### src/hw/rtl/dark_channel_min_filter_assert.svh
// Assertion macros shared by the dark channel filter RTL.
// Each macro expects signals named clk and rst_n in the using module.
`ifndef DARK_CHANNEL_MIN_FILTER_ASSERT_SVH
`define DARK_CHANNEL_MIN_FILTER_ASSERT_SVH

// Same-cycle implication.
`define DCMF_ASSERT_IMPL(label, ante, cons, msg) \
    label: assert property (@(posedge clk) disable iff (!rst_n) (ante) |-> (cons)) \
        else $error(msg);

// Next-cycle implication.
`define DCMF_ASSERT_NEXT(label, ante, cons, msg) \
    label: assert property (@(posedge clk) disable iff (!rst_n) (ante) |=> (cons)) \
        else $error(msg);

`endif

### src/hw/rtl/dcmf_pkg.sv
// ----------------------------------------------------------------------------
// dcmf_pkg
// Types and constants of the dark channel minimum filter.
// ----------------------------------------------------------------------------
`default_nettype none

package dcmf_pkg;

    typedef struct packed {
        logic [7:0] blue;
        logic [7:0] green;
        logic [7:0] red;
    } pixel_t;

    typedef struct packed {
        logic [7:0] dark_value;
        logic       frame_end;
    } result_t;

    localparam int CFG_INDEX_W = 2;
    localparam int CFG_DATA_W  = 12;

    localparam logic [CFG_INDEX_W-1:0] CFG_FRAME_WIDTH   = 2'd0;
    localparam logic [CFG_INDEX_W-1:0] CFG_FRAME_HEIGHT  = 2'd1;
    localparam logic [CFG_INDEX_W-1:0] CFG_WINDOW_RADIUS = 2'd2;

    localparam logic [11:0] RESET_WIDTH  = 12'd640;
    localparam logic [11:0] RESET_HEIGHT = 12'd480;
    localparam logic [3:0]  RESET_RADIUS = 4'd7;

    // Extended raster positions stay below 4095 + 15.
    localparam int POS_W = 13;

    localparam int HEIGHT_MAX = 2048;

    localparam logic [7:0] FILL_VALUE = 8'hFF;

endpackage

`default_nettype wire

### src/hw/rtl/dcmf_window_min.sv
// ----------------------------------------------------------------------------
// dcmf_window_min
// Masked minimum of a newest value and its history, as a two-stage
// registered tree: groups of eight, then the group results.
// ----------------------------------------------------------------------------
`default_nettype none

module dcmf_window_min #(
    parameter int HIST  = 30,
    parameter int LIM_W = 5
) (
    input  wire logic                 clk,
    input  wire logic                 en_a,
    input  wire logic                 en_b,
    input  wire logic [7:0]           head,
    input  wire logic [HIST-1:0][7:0] hist,
    input  wire logic [LIM_W-1:0]     lim,
    output logic      [7:0]           min_out
);

    localparam int N = HIST + 1;
    localparam int G = (N + 7) / 8;

    logic [G*8-1:0][7:0] padded;
    logic [G-1:0][7:0]   grp_min;
    logic [G-1:0][7:0]   grp_reg;
    logic [7:0]          all_min;
    logic [7:0]          min_reg;

    // History entry k takes part only when k is below the limit.
    always_comb
    begin
        padded = '{default: dcmf_pkg::FILL_VALUE};
        padded[0] = head;
        for (int k = 0; k < HIST; k++)
        begin
            if (LIM_W'(k) < lim)
            begin
                padded[k+1] = hist[k];
            end
        end
    end

    always_comb
    begin
        for (int g = 0; g < G; g++)
        begin
            grp_min[g] = dcmf_pkg::FILL_VALUE;
            for (int j = 0; j < 8; j++)
            begin
                if (padded[g*8+j] < grp_min[g])
                begin
                    grp_min[g] = padded[g*8+j];
                end
            end
        end
    end

    always_ff @(posedge clk)
    begin
        if (en_a)
        begin
            grp_reg <= grp_min;
        end
    end

    always_comb
    begin
        all_min = dcmf_pkg::FILL_VALUE;
        for (int g = 0; g < G; g++)
        begin
            if (grp_reg[g] < all_min)
            begin
                all_min = grp_reg[g];
            end
        end
    end

    always_ff @(posedge clk)
    begin
        if (en_b)
        begin
            min_reg <= all_min;
        end
    end

    assign min_out = min_reg;

endmodule

`default_nettype wire
### config.mk
export PLATFORM = sky130hd
export DESIGN_NAME = dcmf_window_min
export DESIGN_NICKNAME = d
export VERILOG_FILES = /design/src/hw/rtl/dark_channel_min_filter_assert.svh /design/src/hw/rtl/dcmf_pkg.sv /design/src/hw/rtl/dcmf_window_min.sv
export SDC_FILE = /design/constraint.sdc
export NUM_CORES = 1
export LEC_CHECK = 0
export ABC_AREA = 1
export BUFFER_PORTS_ARGS = -buffer_cell sky130_fd_sc_hd__buf_4
export CELL_PAD_IN_SITES_DETAIL_PLACEMENT = 0
export CELL_PAD_IN_SITES_GLOBAL_PLACEMENT = 2
export CORE_ASPECT_RATIO = 0.9
export CORE_MARGIN = 4
export CORE_UTILIZATION = 28
export DETAILED_ROUTE_END_ITERATION = 6
export GPL_TIMING_DRIVEN = 0
export HOLD_SLACK_MARGIN = 0.05
export PLACE_DENSITY_LB_ADDON = 0.1
export SLEW_MARGIN = 40
export SYNTH_ARGS = -nofsm -noshare
export SYNTH_HDL_FRONTEND = slang
export SYNTH_SLANG_ARGS = --single-unit
### constraint.sdc
create_clock -name clk -period 13.4 [get_ports clk]
set_clock_uncertainty 0.1 [all_clocks]
set_input_delay 0.67 -clock clk [delete_from_list [all_inputs] [get_ports clk]]
set_output_delay 0.67 -clock clk [all_outputs]
set_load 0.05 [all_outputs]
==> impl_summary.txt <==
----------------------------------------------------
[Global route]
  Remaining global-route overflow ... 0
  First-pass GRT wire length ... 55300 um
  Number of global-route vias before repair ... 11200
  Maximum number of pins on one net before global-route repair ... 33
  Global-route usage over all layers ... 16.6%
  Number of antenna violations at the first check in global routing ... 3

[Critical path]
  CP Max Fanout ... 10
  Bufs and invs on worst path ... 10
  Slowest cell on the critical path ... sky130_fd_sc_hd__a211oi_4
  CP required ... 13330 ps
  Slowest stage delay, CP ... 380 ps
  WP data arrival ... 11970 ps
  Cell mode on critical path ... sky130_fd_sc_hd__nand2_1
  Critical path startpoint category ... primary input
  Worst-case register-to-register setup slack ... 8230 ps
  Sort of element at the end of the critical path ... flop
  Category of the most critical setup path ... primary input to flop
  Family with the most delay on the worst path ... compound AO/OA/AOI/OAI gates

[STA]
  Count of pins over their slew limit ... 0
  Setup-failing EPs final ... 0
  Worst hold slack across all endpoints ... 534 ps
  Least setup slack across all paths after layout ... 1370 ps
  Relative max-transition margin ... 57.2%
  Final hold violations ... 0
  Peak clock frequency supported by timing ... 83.1 MHz
  Final critical path time including I/O delays and setup ... 12030 ps
  Ratio of final minimum period to clock period ... 89.8%
  Worst slew pin tran ... 638 ps

[Layout]
  Layout-stage area growth over the synthesis result ... 26.8%
  Flip-flop count of the largest register, all copies and words added ... 32
  Layout Nets ... 2477
  Antenna fix cells ... 0
  Final std cells w/o fill ... 2500
  Design area ... 0.0133 mm2
  Proportion of layout cells with a drive suffix above 1 ... 23.5%

[Yosys]
  Largest area contributor in the netlist ... sky130_fd_sc_hd__ha_1
  Cells taking the most area after synthesis ... sky130_fd_sc_hd__ha_1, sky130_fd_sc_hd__nand2_1, sky130_fd_sc_hd__edfxtp_1
  Synth Register Bits ... 40
  Sequential element share of the synthesized area ... 11.4%
  Number of warnings reported in the yosys synthesis log ... 0
  Number of different library cells in the post-synthesis netlist ... 31
  Mean Syn Cell Area ... 6.00 um2
  Area share of the largest cell type after synthesis ... 23.6%
  Post-Synthesis Cells ... 1750
  Synthesized Nets ... 2204
  Area of the mapped netlist ... 0.0105 mm2

[Floorplan]
  Width of the chip ... 212 um
  Die Y-Extent ... 192 um
  Core region area ... 0.0366 mm2
  I/O pin cnt ... 264
  Die outline area ... 0.0406 mm2
  Row count ... 66
  Starting density of the core ... 28.7%

[Place]
  Post-detailed-placement half-perimeter wirelength ... 31800 um
  IO buf count ... 263
  Post-Place Worst Slack ... 83.6 ps
  Placed cell area ... 0.0131 mm2
  Routability-driven placement congestion ratio ... 0.845
  Total placed cells including tap cells ... 2489

[Drt]
  Routed wirelength normalized by instance count ... 14.0 um
  Iteration-0 DRC Markers ... 416
  Total number of vias ... 11400
  First-pass iteration count of the detailed router ... 4
  Total length of routed wires ... 34900 um
  DR DRC count ... 0
  Number of nets still failing antenna checks after routing ... 0
  Drt via density ... 4.57

[Clock network]
  Post-CTS clock slew at the launch and capture registers of the worst setup and hold paths ... 60 ps
  Number of buffers created by CTS ... 5
  Sink count of the clock tree ... 40
  Insertion delay to the later sink of the worst-skew pair ... 280 ps
  Clock root buffer ... sky130_fd_sc_hd__clkbuf_16
  Clock tree from TritonCTS ... yes
  CTS hold repair buffers ... 0
  CTS HTree Levels ... 2
  Maximum root-to-sink buffer count ... 2

[Power]
  Leak ... 7.04 nW
  Power Density ... 217 mW/mm2
  Maximum VDD drop ... 0.000128 V

[Min path]
  Worst min path class ... flop to flop

[Outcome]
  Result of the run ... complete, no violations

[Job]
  Number of max-cap violations ... 0

----------------------------------------------------
final timing paths:
check,startpoint,end,depth (start not counted)
setup reg to reg,grp_reg[9],min_out[5],26
setup / recovery,lim[4],grp_reg[1],58
hold reg to reg,grp_reg[27],min_out[3],2
hold / removal,grp_reg[27],min_out[3],2
logic make-up after synthesis:
family          Yosys count  synth area share, %
buf+inv                 232                 8.36
compound gates          296                 15.2
fa+ha+maj               198                 23.6
flops                    40                 11.4
simple gates            984                 41.4
stage by stage:
step	TNS, ps	total power, mW	utilization (%)
final	0	2.89	36.4
after global routing	-0.781	3.35	36.4
after CTS	0	2.87	36.2
after detailed placement	0	2.72	35.7
after global placement	-2440	2.69	35.7
after floorplan	0	2.13	-
what timing repair did:
| item | CTS | global route |
|---|---|---|
| setup buffers | 0 | 3 |
| endpoints found under the setup margin | 0 | 24 |
| resized for setup | 0 | 16 |
layout make-up:
type                    count  area [um2]
plain buffers              30         121
clock buffers               6         129
clock inverters             2        35.0
fillers                  4106       23300
inverters                 202         758
multi-input cells        1478        8470
flip-flops and latches     40        1200
well taps                 476         596
repair buffers            266        2000
where the power goes:
part / internal (mW) / switching, mW
registers: 0.309 / 0.0297
logic: 0.881 / 1.54
clock network: 0.0875 / 0.0455
per-layer routing:
| layer | vias to the layer above | part of all wire, % | global-route usage (%) |
|---|---|---|---|
| li1 | 6290 | - | - |
| met3 | 23 | 4.1 | 2.58 |
| met4 | 6 | 0.90 | 1.77 |
| met2 | 158 | 46 | 27.9 |
| met1 | 4938 | 49 | 23.3 |
| met5 | - | 0.15 | 0 |
cells in the mapped netlist:
cell type / instances
sky130_fd_sc_hd__nand3_1: 96
sky130_fd_sc_hd__a21boi_0: 1
sky130_fd_sc_hd__and2_1: 4
sky130_fd_sc_hd__o21ai_2: 2
sky130_fd_sc_hd__a211oi_2: 1
sky130_fd_sc_hd__a21oi_1: 71
sky130_fd_sc_hd__nor3_1: 1
sky130_fd_sc_hd__nand3b_1: 4
sky130_fd_sc_hd__inv_2: 4
sky130_fd_sc_hd__a21oi_2: 1
sky130_fd_sc_hd__nor2_2: 2
sky130_fd_sc_hd__or2_2: 146
sky130_fd_sc_hd__edfxtp_1: 40
sky130_fd_sc_hd__clkbuf_1: 25
sky130_fd_sc_hd__nor2_4: 1
sky130_fd_sc_hd__clkinv_1: 2
sky130_fd_sc_hd__inv_1: 196
sky130_fd_sc_hd__buf_2: 5
sky130_fd_sc_hd__nand2_2: 28
sky130_fd_sc_hd__nor2_1: 146
sky130_fd_sc_hd__nand2_1: 543
sky130_fd_sc_hd__nand2_4: 5
sky130_fd_sc_hd__o21bai_1: 2
sky130_fd_sc_hd__ha_1: 198
sky130_fd_sc_hd__o21ai_1: 10
sky130_fd_sc_hd__o21ai_0: 175
sky130_fd_sc_hd__or2_1: 1
sky130_fd_sc_hd__o211ai_1: 5
sky130_fd_sc_hd__nand4_1: 7
sky130_fd_sc_hd__a211oi_1: 27
sky130_fd_sc_hd__a41oi_1: 1
layout by cell type (no fill, tap or decap):
cell	Yosys	final
sky130_fd_sc_hd__o21bai_1	2	2
sky130_fd_sc_hd__and2_1	4	4
sky130_fd_sc_hd__o21ai_0	175	170
sky130_fd_sc_hd__a211oi_1	27	21
sky130_fd_sc_hd__buf_4	0	266
sky130_fd_sc_hd__a41oi_1	1	1
sky130_fd_sc_hd__inv_2	4	4
sky130_fd_sc_hd__nor3_1	1	1
sky130_fd_sc_hd__nand3_1	96	96
sky130_fd_sc_hd__a21oi_1	71	71
sky130_fd_sc_hd__nand2_2	28	28
sky130_fd_sc_hd__a211oi_4	0	3
sky130_fd_sc_hd__nor2_1	146	146
sky130_fd_sc_hd__clkbuf_16	0	5
sky130_fd_sc_hd__a21boi_0	1	1
sky130_fd_sc_hd__a21oi_2	1	1
sky130_fd_sc_hd__nor2_4	1	1
sky130_fd_sc_hd__edfxtp_1	40	40
sky130_fd_sc_hd__a211oi_2	1	4
sky130_fd_sc_hd__or2_2	146	146
sky130_fd_sc_hd__clkbuf_1	25	24
sky130_fd_sc_hd__bufinv_16	0	1
sky130_fd_sc_hd__nand2_4	5	5
sky130_fd_sc_hd__inv_1	196	196
sky130_fd_sc_hd__o21ai_1	10	15
sky130_fd_sc_hd__nand3b_1	4	4
sky130_fd_sc_hd__clkbuf_2	0	2
sky130_fd_sc_hd__or2_1	1	1
sky130_fd_sc_hd__clkinv_1	2	2
sky130_fd_sc_hd__ha_1	198	198
sky130_fd_sc_hd__clkinv_2	0	1
sky130_fd_sc_hd__o21ai_2	2	2
sky130_fd_sc_hd__nand2_1	543	543
sky130_fd_sc_hd__nor2_2	2	2
sky130_fd_sc_hd__o211ai_1	5	5
sky130_fd_sc_hd__buf_2	5	5
sky130_fd_sc_hd__nand4_1	7	7
worst reg2reg max path, stage by stage (launching register included):
cell and delay [ps]:
sky130_fd_sc_hd__edfxtp_1 390, sky130_fd_sc_hd__ha_1 280, sky130_fd_sc_hd__a21boi_0 180, sky130_fd_sc_hd__o211ai_1 100, sky130_fd_sc_hd__nand2_1 80, sky130_fd_sc_hd__nand4_1 80, sky130_fd_sc_hd__o211ai_1 230, sky130_fd_sc_hd__clkbuf_1 350
sky130_fd_sc_hd__nand2_1 80, sky130_fd_sc_hd__o21ai_0 170, sky130_fd_sc_hd__ha_1 310, sky130_fd_sc_hd__nand2_1 60, sky130_fd_sc_hd__inv_1 30, sky130_fd_sc_hd__o211ai_1 140, sky130_fd_sc_hd__nand2_1 90, sky130_fd_sc_hd__nand4_1 80
sky130_fd_sc_hd__nand2_1 80, sky130_fd_sc_hd__inv_1 140, sky130_fd_sc_hd__clkbuf_1 290, sky130_fd_sc_hd__nand2_1 80, sky130_fd_sc_hd__o21ai_0 90, sky130_fd_sc_hd__inv_1 80, sky130_fd_sc_hd__ha_1 290, sky130_fd_sc_hd__nand2_1 70
sky130_fd_sc_hd__o211ai_1 480, sky130_fd_sc_hd__clkbuf_1 410, sky130_fd_sc_hd__a21oi_1 160
Power figures use the tool's default switching activity.
